<file path="src/sv/alrle_pkg.sv">
// Shared types, constants and helpers of the audio level run-length encoder.
package alrle_pkg;

    // Level scale: level = trunc(sample * 127 / 32765) + 128
    localparam int unsigned PROD_W    = 22;
    localparam int unsigned QUO_W     = 7;
    localparam logic [PROD_W-1:0] SCALE_DIV = 22'd32765;
    localparam logic [7:0]  LEVEL_MID       = 8'd128;
    localparam logic [7:0]  RUN_LIMIT_RESET = 8'd255;
    localparam logic [15:0] RUN_COUNT_MAX   = 16'hFFFF;
    localparam logic [31:0] PAIR_TOTAL_MAX  = 32'hFFFF_FFFF;

    typedef struct packed {
        logic [7:0]  run_length;
        logic [7:0]  level;
        logic [15:0] longest_run;
        logic [31:0] pairs_emitted;
    } pair_t;

    // All results caused by one sample: one or two pairs
    typedef struct packed {
        logic        two_pairs;
        logic [7:0]  max_level;
        logic [7:0]  min_level;
        pair_t       first;
        pair_t       second;
    } burst_t;

    typedef struct packed {
        logic   empty;
        burst_t head;
    } queue_status_t;

    function automatic logic [31:0] sat_inc32(input logic [31:0] x);
        sat_inc32 = (x == PAIR_TOTAL_MAX) ? x : x + 32'd1;
    endfunction

endpackage

</file>
<file path="src/sv/alrle_in_if.sv">
// Sample channel: valid/ready handshake with sample and last-sample flag.
interface alrle_in_if;
    logic               valid;
    logic               ready;
    logic signed [15:0] sample;
    logic               last_sample;

    modport source (output valid, sample, last_sample, input ready);
    modport sink   (input valid, sample, last_sample, output ready);
endinterface

</file>
<file path="src/sv/alrle_out_if.sv">
// Pair channel: valid/ready handshake with one run-length pair and statistics.
interface alrle_out_if;
    logic        valid;
    logic        ready;
    logic [7:0]  run_length;
    logic [7:0]  level;
    logic [7:0]  max_level;
    logic [7:0]  min_level;
    logic [15:0] longest_run;
    logic [31:0] pairs_emitted;
    logic        end_of_burst;

    modport source (output valid, run_length, level, max_level, min_level, longest_run,
                    pairs_emitted, end_of_burst, input ready);
    modport sink   (input valid, run_length, level, max_level, min_level, longest_run,
                    pairs_emitted, end_of_burst, output ready);
    modport monitor (input valid, ready, run_length, level, max_level, min_level,
                     longest_run, pairs_emitted, end_of_burst);
endinterface

</file>
<file path="src/sv/audio_level_run_length_encoder_unit.sv">
// Top level of the audio level run-length encoder.
//
//  channel   direction  beat                               accepted when
//  samples   in         sample, last_sample                valid && ready
//  pairs     out        run_length, level, stats, end flag valid && ready
//  cfg       in         max_run_length (cfg_wr_data)       cfg_wr_en
//
// One sample per cycle while the burst queue is not full; a sample causing two pairs
// takes two output beats. A sample beat passes the scale stage, the level/run stage
// into the burst queue and the output register before its pair beat.
// Reset clears runs and statistics and sets max_run_length to 255.
// The burst queue (QUEUE_DEPTH bursts) lets input and output stall on their own.
module audio_level_run_length_encoder_unit #(
    parameter int QUEUE_DEPTH = 4
) (
    input  logic        clk,
    input  logic        rst_n,
    input  logic        cfg_wr_en,
    input  logic [7:0]  cfg_wr_data,
    alrle_in_if.sink    samples,
    alrle_out_if.source pairs
);
    import alrle_pkg::*;

    burst_t        burst;
    logic          push;
    logic          full;
    logic          pop;
    queue_status_t status;

    alrle_front u_front (
        .clk         (clk),
        .rst_n       (rst_n),
        .cfg_wr_en   (cfg_wr_en),
        .cfg_wr_data (cfg_wr_data),
        .samples     (samples),
        .full        (full),
        .push        (push),
        .burst       (burst)
    );

    alrle_queue #(
        .DEPTH (QUEUE_DEPTH)
    ) u_queue (
        .clk     (clk),
        .rst_n   (rst_n),
        .push    (push),
        .wr_data (burst),
        .full    (full),
        .pop     (pop),
        .status  (status)
    );

    alrle_back u_back (
        .clk    (clk),
        .rst_n  (rst_n),
        .status (status),
        .pop    (pop),
        .pairs  (pairs)
    );

endmodule

</file>
<file path="src/sv/alrle_front.sv">
// Front end: scales samples to levels, tracks runs and statistics, builds bursts.
module alrle_front (
    input  logic            clk,
    input  logic            rst_n,
    input  logic            cfg_wr_en,
    input  logic [7:0]      cfg_wr_data,
    alrle_in_if.sink        samples,
    input  logic            full,
    output logic            push,
    output alrle_pkg::burst_t burst
);
    import alrle_pkg::*;

    logic              s1_valid_reg;
    logic [PROD_W-1:0] prod_reg;
    logic              neg_reg;
    logic              last_reg;

    logic [7:0]  max_run_length_reg;
    logic [7:0]  current_level_reg;
    logic        run_active_reg;
    logic [7:0]  chunk_count_reg;
    logic [15:0] whole_run_count_reg;
    logic [7:0]  max_seen_reg;
    logic [7:0]  min_seen_reg;
    logic [15:0] longest_seen_reg;
    logic [31:0] pair_total_reg;

    logic [7:0]  current_level_next;
    logic        run_active_next;
    logic [7:0]  chunk_count_next;
    logic [15:0] whole_run_count_next;
    logic [7:0]  max_seen_next;
    logic [7:0]  min_seen_next;
    logic [15:0] longest_seen_next;
    logic [31:0] pair_total_next;

    logic              accept;
    logic              advance;
    logic [16:0]       mag;
    logic [23:0]       prod_w;
    logic [QUO_W-1:0]  quo_est;
    logic [PROD_W-1:0] bound;
    logic [7:0]        quo;
    logic [7:0]        lvl;
    logic [7:0]        limit;
    logic [1:0]        n_pairs;

    assign advance       = s1_valid_reg && !full;
    assign samples.ready = !s1_valid_reg || advance;
    assign accept        = samples.valid && samples.ready;

    // Stage 1: magnitude times 127 as shift and subtract
    assign mag    = samples.sample[15] ? (17'd0 - {1'b1, samples.sample})
                                       : {1'b0, samples.sample};
    assign prod_w = {7'd0, mag[16:0]} << 7;

    always_ff @(posedge clk or negedge rst_n)
    begin
        if (!rst_n)
        begin
            s1_valid_reg <= 1'b0;
        end
        else if (accept)
        begin
            s1_valid_reg <= 1'b1;
        end
        else if (advance)
        begin
            s1_valid_reg <= 1'b0;
        end
    end

    always_ff @(posedge clk)
    begin
        if (accept)
        begin
            prod_reg <= PROD_W'(prod_w - {7'd0, mag});
            neg_reg  <= samples.sample[15];
            last_reg <= samples.last_sample;
        end
    end

    // Stage 2: dividing by 32768 undershoots the quotient by at most one; fix it up
    assign quo_est = prod_reg[PROD_W-1:PROD_W-QUO_W];
    assign bound   = PROD_W'((32'(quo_est) + 32'd1) * 32'(SCALE_DIV));
    assign quo     = {1'b0, quo_est} + ((prod_reg >= bound) ? 8'd1 : 8'd0);
    assign lvl     = neg_reg ? (LEVEL_MID - quo) : (LEVEL_MID + quo);
    assign limit   = (max_run_length_reg == 8'd0) ? 8'd1 : max_run_length_reg;

    always_comb
    begin
        pair_t p;
        p                    = '0;
        n_pairs              = 2'd0;
        burst                = '0;
        current_level_next   = current_level_reg;
        run_active_next      = run_active_reg;
        chunk_count_next     = chunk_count_reg;
        whole_run_count_next = whole_run_count_reg;
        longest_seen_next    = longest_seen_reg;
        pair_total_next      = pair_total_reg;
        max_seen_next        = (lvl > max_seen_reg) ? lvl : max_seen_reg;
        min_seen_next        = (lvl < min_seen_reg) ? lvl : min_seen_reg;

        // Level change: close the old run and send what is pending of it
        if (run_active_next && (lvl != current_level_next))
        begin
            if (whole_run_count_next > longest_seen_next)
            begin
                longest_seen_next = whole_run_count_next;
            end
            if (chunk_count_next != 8'd0)
            begin
                pair_total_next = sat_inc32(pair_total_next);
                p = '{chunk_count_next, current_level_next, longest_seen_next,
                      pair_total_next};
                burst.first = p;
                n_pairs     = 2'd1;
            end
            run_active_next = 1'b0;
        end

        if (!run_active_next)
        begin
            run_active_next      = 1'b1;
            current_level_next   = lvl;
            chunk_count_next     = 8'd1;
            whole_run_count_next = 16'd1;
        end
        else
        begin
            chunk_count_next = chunk_count_next + 8'd1;
            if (whole_run_count_next < RUN_COUNT_MAX)
            begin
                whole_run_count_next = whole_run_count_next + 16'd1;
            end
        end

        // Full chunk: split the run
        if (chunk_count_next >= limit)
        begin
            pair_total_next = sat_inc32(pair_total_next);
            p = '{chunk_count_next, current_level_next, longest_seen_next, pair_total_next};
            if (n_pairs == 2'd0)
            begin
                burst.first = p;
            end
            else
            begin
                burst.second = p;
            end
            n_pairs          = n_pairs + 2'd1;
            chunk_count_next = 8'd0;
        end

        // Last sample: flush
        if (last_reg)
        begin
            if (whole_run_count_next > longest_seen_next)
            begin
                longest_seen_next = whole_run_count_next;
            end
            if (chunk_count_next != 8'd0)
            begin
                pair_total_next = sat_inc32(pair_total_next);
                p = '{chunk_count_next, current_level_next, longest_seen_next,
                      pair_total_next};
                if (n_pairs == 2'd0)
                begin
                    burst.first = p;
                end
                else
                begin
                    burst.second = p;
                end
                n_pairs = n_pairs + 2'd1;
            end
            run_active_next      = 1'b0;
            chunk_count_next     = 8'd0;
            whole_run_count_next = 16'd0;
        end

        burst.two_pairs = (n_pairs == 2'd2);
        burst.max_level = max_seen_next;
        burst.min_level = min_seen_next;
    end

    assign push = advance && (n_pairs != 2'd0);

    always_ff @(posedge clk or negedge rst_n)
    begin
        if (!rst_n)
        begin
            max_run_length_reg  <= RUN_LIMIT_RESET;
            current_level_reg   <= 8'd0;
            run_active_reg      <= 1'b0;
            chunk_count_reg     <= 8'd0;
            whole_run_count_reg <= 16'd0;
            max_seen_reg        <= 8'd0;
            min_seen_reg        <= 8'd255;
            longest_seen_reg    <= 16'd0;
            pair_total_reg      <= 32'd0;
        end
        else
        begin
            if (cfg_wr_en)
            begin
                max_run_length_reg <= cfg_wr_data;
            end
            if (advance)
            begin
                current_level_reg   <= current_level_next;
                run_active_reg      <= run_active_next;
                chunk_count_reg     <= chunk_count_next;
                whole_run_count_reg <= whole_run_count_next;
                max_seen_reg        <= max_seen_next;
                min_seen_reg        <= min_seen_next;
                longest_seen_reg    <= longest_seen_next;
                pair_total_reg      <= pair_total_next;
            end
        end
    end

endmodule

</file>
<file path="src/sv/alrle_queue.sv">
// Burst queue between front and back end.
module alrle_queue #(
    parameter int DEPTH = 4
) (
    input  logic                      clk,
    input  logic                      rst_n,
    input  logic                      push,
    input  alrle_pkg::burst_t         wr_data,
    output logic                      full,
    input  logic                      pop,
    output alrle_pkg::queue_status_t  status
);
    import alrle_pkg::*;

    localparam int PTR_W = (DEPTH > 1) ? $clog2(DEPTH) : 1;
    localparam int CNT_W = $clog2(DEPTH + 1);
    localparam logic [PTR_W-1:0] LAST_PTR  = PTR_W'(DEPTH - 1);
    localparam logic [CNT_W-1:0] DEPTH_CNT = CNT_W'(DEPTH);

    burst_t           store [DEPTH];
    logic [PTR_W-1:0] wr_ptr_reg;
    logic [PTR_W-1:0] rd_ptr_reg;
    logic [CNT_W-1:0] count_reg;

    assign full         = (count_reg == DEPTH_CNT);
    assign status.empty = (count_reg == '0);
    assign status.head  = store[rd_ptr_reg];

    always_ff @(posedge clk or negedge rst_n)
    begin
        if (!rst_n)
        begin
            wr_ptr_reg <= '0;
            rd_ptr_reg <= '0;
            count_reg  <= '0;
        end
        else
        begin
            if (push)
            begin
                wr_ptr_reg <= (wr_ptr_reg == LAST_PTR) ? '0 : wr_ptr_reg + 1'b1;
            end
            if (pop)
            begin
                rd_ptr_reg <= (rd_ptr_reg == LAST_PTR) ? '0 : rd_ptr_reg + 1'b1;
            end
            unique case ({push, pop})
                2'b10:   count_reg <= count_reg + 1'b1;
                2'b01:   count_reg <= count_reg - 1'b1;
                default: count_reg <= count_reg;
            endcase
        end
    end

    always_ff @(posedge clk)
    begin
        if (push)
        begin
            store[wr_ptr_reg] <= wr_data;
        end
    end

endmodule

</file>
<file path="src/sv/alrle_back.sv">
// Back end: unpacks bursts into pair beats through an output register.
module alrle_back (
    input  logic                     clk,
    input  logic                     rst_n,
    input  alrle_pkg::queue_status_t status,
    output logic                     pop,
    alrle_out_if.source              pairs
);
    import alrle_pkg::*;

    logic       valid_reg;
    logic       sel_reg;
    logic       load;
    logic       take_last;
    pair_t      pair_reg;
    logic [7:0] max_reg;
    logic [7:0] min_reg;
    logic       end_reg;

    assign load      = !valid_reg || pairs.ready;
    // The head is done after its second pair, or after its first when it has one
    assign take_last = sel_reg || !status.head.two_pairs;
    assign pop       = load && !status.empty && take_last;

    always_ff @(posedge clk or negedge rst_n)
    begin
        if (!rst_n)
        begin
            valid_reg <= 1'b0;
            sel_reg   <= 1'b0;
        end
        else if (load)
        begin
            valid_reg <= !status.empty;
            if (!status.empty)
            begin
                sel_reg <= !take_last;
            end
        end
    end

    always_ff @(posedge clk)
    begin
        if (load && !status.empty)
        begin
            pair_reg <= sel_reg ? status.head.second : status.head.first;
            max_reg  <= status.head.max_level;
            min_reg  <= status.head.min_level;
            end_reg  <= take_last;
        end
    end

    assign pairs.valid         = valid_reg;
    assign pairs.run_length    = pair_reg.run_length;
    assign pairs.level         = pair_reg.level;
    assign pairs.max_level     = max_reg;
    assign pairs.min_level     = min_reg;
    assign pairs.longest_run   = pair_reg.longest_run;
    assign pairs.pairs_emitted = pair_reg.pairs_emitted;
    assign pairs.end_of_burst  = end_reg;

endmodule

</file>
<file path="src/flat_wrapper.sv">
// flat-port wrapper written by rule: the top's interface ports become plain ports
module audio_level_run_length_encoder_unit_flat import alrle_pkg::*;
#(
    parameter int QUEUE_DEPTH = 4
)
  (clk, rst_n, cfg_wr_en, cfg_wr_data, samples_valid, samples_sample, samples_last_sample, samples_ready, pairs_valid, pairs_run_length, pairs_level, pairs_max_level, pairs_min_level, pairs_longest_run, pairs_pairs_emitted, pairs_end_of_burst, pairs_ready);
  alrle_in_if samples_i ();
  alrle_out_if pairs_i ();
  input  logic clk;
  input  logic rst_n;
  input  logic cfg_wr_en;
  input  logic [7:0] cfg_wr_data;
  input wire logic [$bits(samples_i.valid)-1:0] samples_valid;
  input wire logic [$bits(samples_i.sample)-1:0] samples_sample;
  input wire logic [$bits(samples_i.last_sample)-1:0] samples_last_sample;
  output wire logic [$bits(samples_i.ready)-1:0] samples_ready;
  output wire logic [$bits(pairs_i.valid)-1:0] pairs_valid;
  output wire logic [$bits(pairs_i.run_length)-1:0] pairs_run_length;
  output wire logic [$bits(pairs_i.level)-1:0] pairs_level;
  output wire logic [$bits(pairs_i.max_level)-1:0] pairs_max_level;
  output wire logic [$bits(pairs_i.min_level)-1:0] pairs_min_level;
  output wire logic [$bits(pairs_i.longest_run)-1:0] pairs_longest_run;
  output wire logic [$bits(pairs_i.pairs_emitted)-1:0] pairs_pairs_emitted;
  output wire logic [$bits(pairs_i.end_of_burst)-1:0] pairs_end_of_burst;
  input wire logic [$bits(pairs_i.ready)-1:0] pairs_ready;
  assign samples_i.valid = samples_valid;
  assign samples_i.sample = samples_sample;
  assign samples_i.last_sample = samples_last_sample;
  assign samples_ready = samples_i.ready;
  assign pairs_valid = pairs_i.valid;
  assign pairs_run_length = pairs_i.run_length;
  assign pairs_level = pairs_i.level;
  assign pairs_max_level = pairs_i.max_level;
  assign pairs_min_level = pairs_i.min_level;
  assign pairs_longest_run = pairs_i.longest_run;
  assign pairs_pairs_emitted = pairs_i.pairs_emitted;
  assign pairs_end_of_burst = pairs_i.end_of_burst;
  assign pairs_i.ready = pairs_ready;
  audio_level_run_length_encoder_unit #(.QUEUE_DEPTH(QUEUE_DEPTH)) u_core (.clk(clk), .rst_n(rst_n), .cfg_wr_en(cfg_wr_en), .cfg_wr_data(cfg_wr_data), .samples(samples_i), .pairs(pairs_i));
endmodule
</file>
<file path="config.mk">
export PLATFORM = sky130hd
export DESIGN_NAME = audio_level_run_length_encoder_unit_flat
export DESIGN_NICKNAME = d
export VERILOG_FILES = /design/src/sv/alrle_pkg.sv /design/src/sv/alrle_in_if.sv /design/src/sv/alrle_out_if.sv /design/src/sv/audio_level_run_length_encoder_unit.sv /design/src/sv/alrle_front.sv /design/src/sv/alrle_queue.sv /design/src/sv/alrle_back.sv /design/src/flat_wrapper.sv
export SDC_FILE = /design/constraint.sdc
export NUM_CORES = 1
export LEC_CHECK = 0
export BUFFER_PORTS_ARGS = -buffer_cell sky130_fd_sc_hd__buf_2
export CAP_MARGIN = 20
export CORE_MARGIN = 10
export CORE_UTILIZATION = 45
export DETAILED_ROUTE_END_ITERATION = 12
export SYNTH_ARGS = -nofsm -noshare
export SYNTH_HDL_FRONTEND = slang
export SYNTH_SLANG_ARGS = --single-unit
</file>
<file path="constraint.sdc">
create_clock -name clk -period 27.5 [get_ports clk]
set_input_delay 5.5 -clock clk [delete_from_list [all_inputs] [get_ports clk]]
set_output_delay 5.5 -clock clk [all_outputs]
set_load 0.01 [all_outputs]
</file>
==> results.yml <==
detailed_routing:
  vias_per_cell: 5.92
  route.detailed.drc: 0
  drt_wl_total_um: 116000
  first_pass_iters: 5
  drtAntennaViolNets: 0
  drt_iter0_markers: 2571
  num_vias: 28800
  routedWlPerCell_um: 23.9
critical_path:
  critPathMaxStageDelay_ns: 0.80
  reg2reg_from: "u_core.u_front.prod_reg[16]"
  reg2reg_to: "u_core.u_queue.store[1][89]"
  reg2reg_slack_ns: 9.88
  cp_max_fo: 37
  worstPathArrival_ns: 17.95
  startpoint_type: "register"
  slowest_stage: "xor2_2"
  worst-r2r-cell-count: 64
  crit_type: "reg -> reg"
  required_ns: 27.83
  endpoint_kind: "register"
power_and_ir_drop:
  clkPwrFrac: 0.162
  p_sw_frac: 0.416
  leakage_nw: 16.5
  switching_power_mw: 2.96
  powerDensity_nw_per_um2: 150
  seqPwrFrac: 0.275
  peakVddDrop_mv: 0.279
  pwr-share-comb: 0.563
  p_int_mw: 4.16
clocking:
  post-cts-setup-buffers: 0
  insertion_delay_ns: 0.67
  clockBufferDepth: 3
  cts_buffers: 84
  h-tree-depth: 3
  path_clk_slew_ns: 0.07
  cts_resized: 0
  holdBufCountCts: 0
  cts-root-buf: "clkbuf_16"
  cts.sinks: 800
  cts_tree: "done"
placement:
  gp_congestion: 1.01
  portBuffers: 112
  dp_hpwl_um: 78700
  dp_cells: 4709
  dp_slack_ns: 10.16
hold_path:
  hp-class: "reg -> reg"
  hold-path-endpoint: "u_core.u_front.min_seen_reg[0]"
  min_path_cells: 2
  min_from: "u_core.u_front.min_seen_reg[0]"
synthesis:
  async_flop_share: 0.144
  synth_top_family_by_area: "simple AND/OR/NAND/NOR gates"
  syn_area_sq_um: 42600
  yosys_warnings: 0
  ys_ff_latch: 800
  synthCells: 3477
  synthSimpleGateAreaFrac: 0.116
  ys.flop_type: "edfxtp_1"
  synthXorXnorAreaFrac: 0.0492
  synth_fa_ha_area_frac: 0.0552
  synth.net_count: 3682
  ys_seq_area_frac: 0.550
  synth_mux_area_frac: 0.0895
  synth_compound_area_frac: 0.108
  yosys.area.top_type: "edfxtp_1"
  yosys-top-cells-area: "edfxtp_1, mux4_2, dfrtp_1, ha_1, nand2_1"
  synth-edff-count: 685
  synth.avg_cell_area_sq_um: 12.3
  yosysTopAreaCellShare: 0.482
  synth_cell_types: 99
sta:
  rsz0062_at_grt: "false"
  timing.final.crit_share: 0.641
  finalCriticalPeriod_ns: 17.62
  setup_viol: 0
  setup_tns_ns: 0
  slew_viol_final: 0
  hold_viol: 0
  clock_skew_ns: 0.0331
  slew_headroom: 0.325
  tightest_slew_ns: 1.01
  fmax_mhz: 56.7
  fin_ws_ns: 9.88
global_routing:
  grt_max_degree: 103
  grt_overflow_total: 0
  antenna_found_initial: 2
  grt_usage: 0.213
  grt_pass1_vias: 28700
  grt_pass1_wl_um: 179000
layout:
  antenna_cells: 0
  drive_gt1_frac: 0.152
  finalNonFillerCells: 4869
  largest_register_ffs: 580
  area_delta_synth_final_pct: 11.1
  nNetsFinal: 3748
  final_util: 0.506
die:
  fp.coreArea_sq_um: 93600
  fp.dieW_um: 328
  rows: 112
  die_area_sq_um: 107000
  dieHeight_um: 328
  start_util: 0.456
  ioPinCount: 113
flow_run:
  maxCapViolations: 0
status:
  status: "finished, final reports clean"
cell type report:
class                      count  area, sq um
timing repair buffer         175         1080
clock buffer                 105         2250
fill                        8227        46200
tap                         1254         1570
inverter                     153          577
multi-input combinational   2329        17900
clock inverter                53          577
sequential                   800        23500
cells in the mapped netlist, types with 8 or more instances:
| library cell | count |
|---|---|
| and2_1 | 25 |
| o22ai_1 | 64 |
| mux2_2 | 15 |
| or2_2 | 12 |
| nand4_1 | 37 |
| a21oi_1 | 124 |
| nor2_1 | 181 |
| nand3_1 | 74 |
| or3_1 | 24 |
| nand2_1 | 446 |
| o211ai_1 | 12 |
| clkbuf_1 | 133 |
| and4_1 | 11 |
| o21bai_1 | 12 |
| inv_1 | 151 |
| mux4_2 | 145 |
| o31ai_1 | 12 |
| and3_1 | 37 |
| mux2i_1 | 38 |
| o32ai_1 | 20 |
| fa_1 | 22 |
| edfxtp_1 | 685 |
| a31oi_1 | 22 |
| nor2b_1 | 20 |
| a211oi_1 | 40 |
| buf_4 | 9 |
| or4_1 | 14 |
| o21a_1 | 31 |
| o21ai_1 | 14 |
| a22o_1 | 25 |
| nor3_1 | 60 |
| buf_2 | 17 |
| nand2b_1 | 32 |
| o21ai_0 | 174 |
| dfrtp_1 | 99 |
| a21o_1 | 24 |
| dfstp_2 | 16 |
| buf_1 | 34 |
| a311oi_1 | 8 |
| ha_1 | 153 |
| xnor2_1 | 142 |
| nor4_1 | 25 |
| xor2_1 | 86 |
through the flow:
stage          cell area [sq um]  total power [mW]  hold WS, ns
2_1_floorplan              42600              4.94        0.443
3_3_place_gp               44500              6.01        0.456
3_5_place_dp               44500              6.02        0.470
5_1_grt                    47400              7.77        0.530
4_1_cts                    47400              7.20        0.479
6_report                   47400              7.12        0.480
cells by family after synthesis:
| group | after synthesis |
|---|---|
| xor gates and xnor gates | 233 |
| DFF | 800 |
| other | 1 |
| muxes | 198 |
| and+or+nand+nor | 1039 |
| AOI/OAI and AO/OA | 683 |
| buffers and inverters | 348 |
| adders and majority gates | 175 |
placed cells by master, fill, tap and decap left out, types with 58 or more instances in the layout:
cell,n
nor3_1,60
buf_2,113
a21oi_1,123
o21ai_0,173
o22ai_1,64
ha_1,153
mux4_2,145
xor2_1,86
edfxtp_1,685
inv_1,149
buf_4,58
clkbuf_16,85
dfrtp_1,96
nor2_1,179
xnor2_1,141
nand2_1,444
nand3_1,74
worst max-delay path by stage:
stage / startpoint / to / cells after the start / slack [ns]
2_1_floorplan: u_core.u_front.prod_reg[16] / u_core.u_queue.store[3][0] / 58 / 11.37
3_3_place_gp: u_core.u_front.prod_reg[16] / u_core.u_queue.store[1][89] / 64 / 10.39
3_5_place_dp: u_core.u_front.prod_reg[16] / u_core.u_queue.store[3][89] / 63 / 10.16
4_1_cts: u_core.u_front.prod_reg[16] / u_core.u_queue.store[3][89] / 63 / 10.04
5_1_grt: u_core.u_front.prod_reg[16] / u_core.u_queue.store[3][89] / 64 / 8.30
6_report: u_core.u_front.prod_reg[16] / u_core.u_queue.store[1][89] / 64 / 9.88
critical path, delay by kind of cell, from the launching register on:
kind	cells	cell delay, ns
AOI/OAI and AO/OA	25	5.28
adders and majority gates	11	3.63
xor gates and xnor gates	7	2.68
and+or+nand+nor	10	2.51
buffers and inverters	11	2.40
DFF	1	0.72
power by group through the flow:
stage	Sequential, mW	Combinational (mW)	Clock, mW
final	1.96	4.00	1.15
after global routing	1.99	4.55	1.23
after CTS	1.96	4.06	1.18
after detailed placement	1.99	4.03	0
after global placement	1.98	4.03	0
after floorplan	1.96	2.98	0
per-layer routing:
layer	global-route usage	routed length, um	up-vias
met5	0	13	-
met4	0.0674	3400	2
met3	0.0332	7470	214
met2	0.345	54600	1082
met1	0.293	50700	14300
li1	-	-	13300
Power figures use the tool's default switching activity.
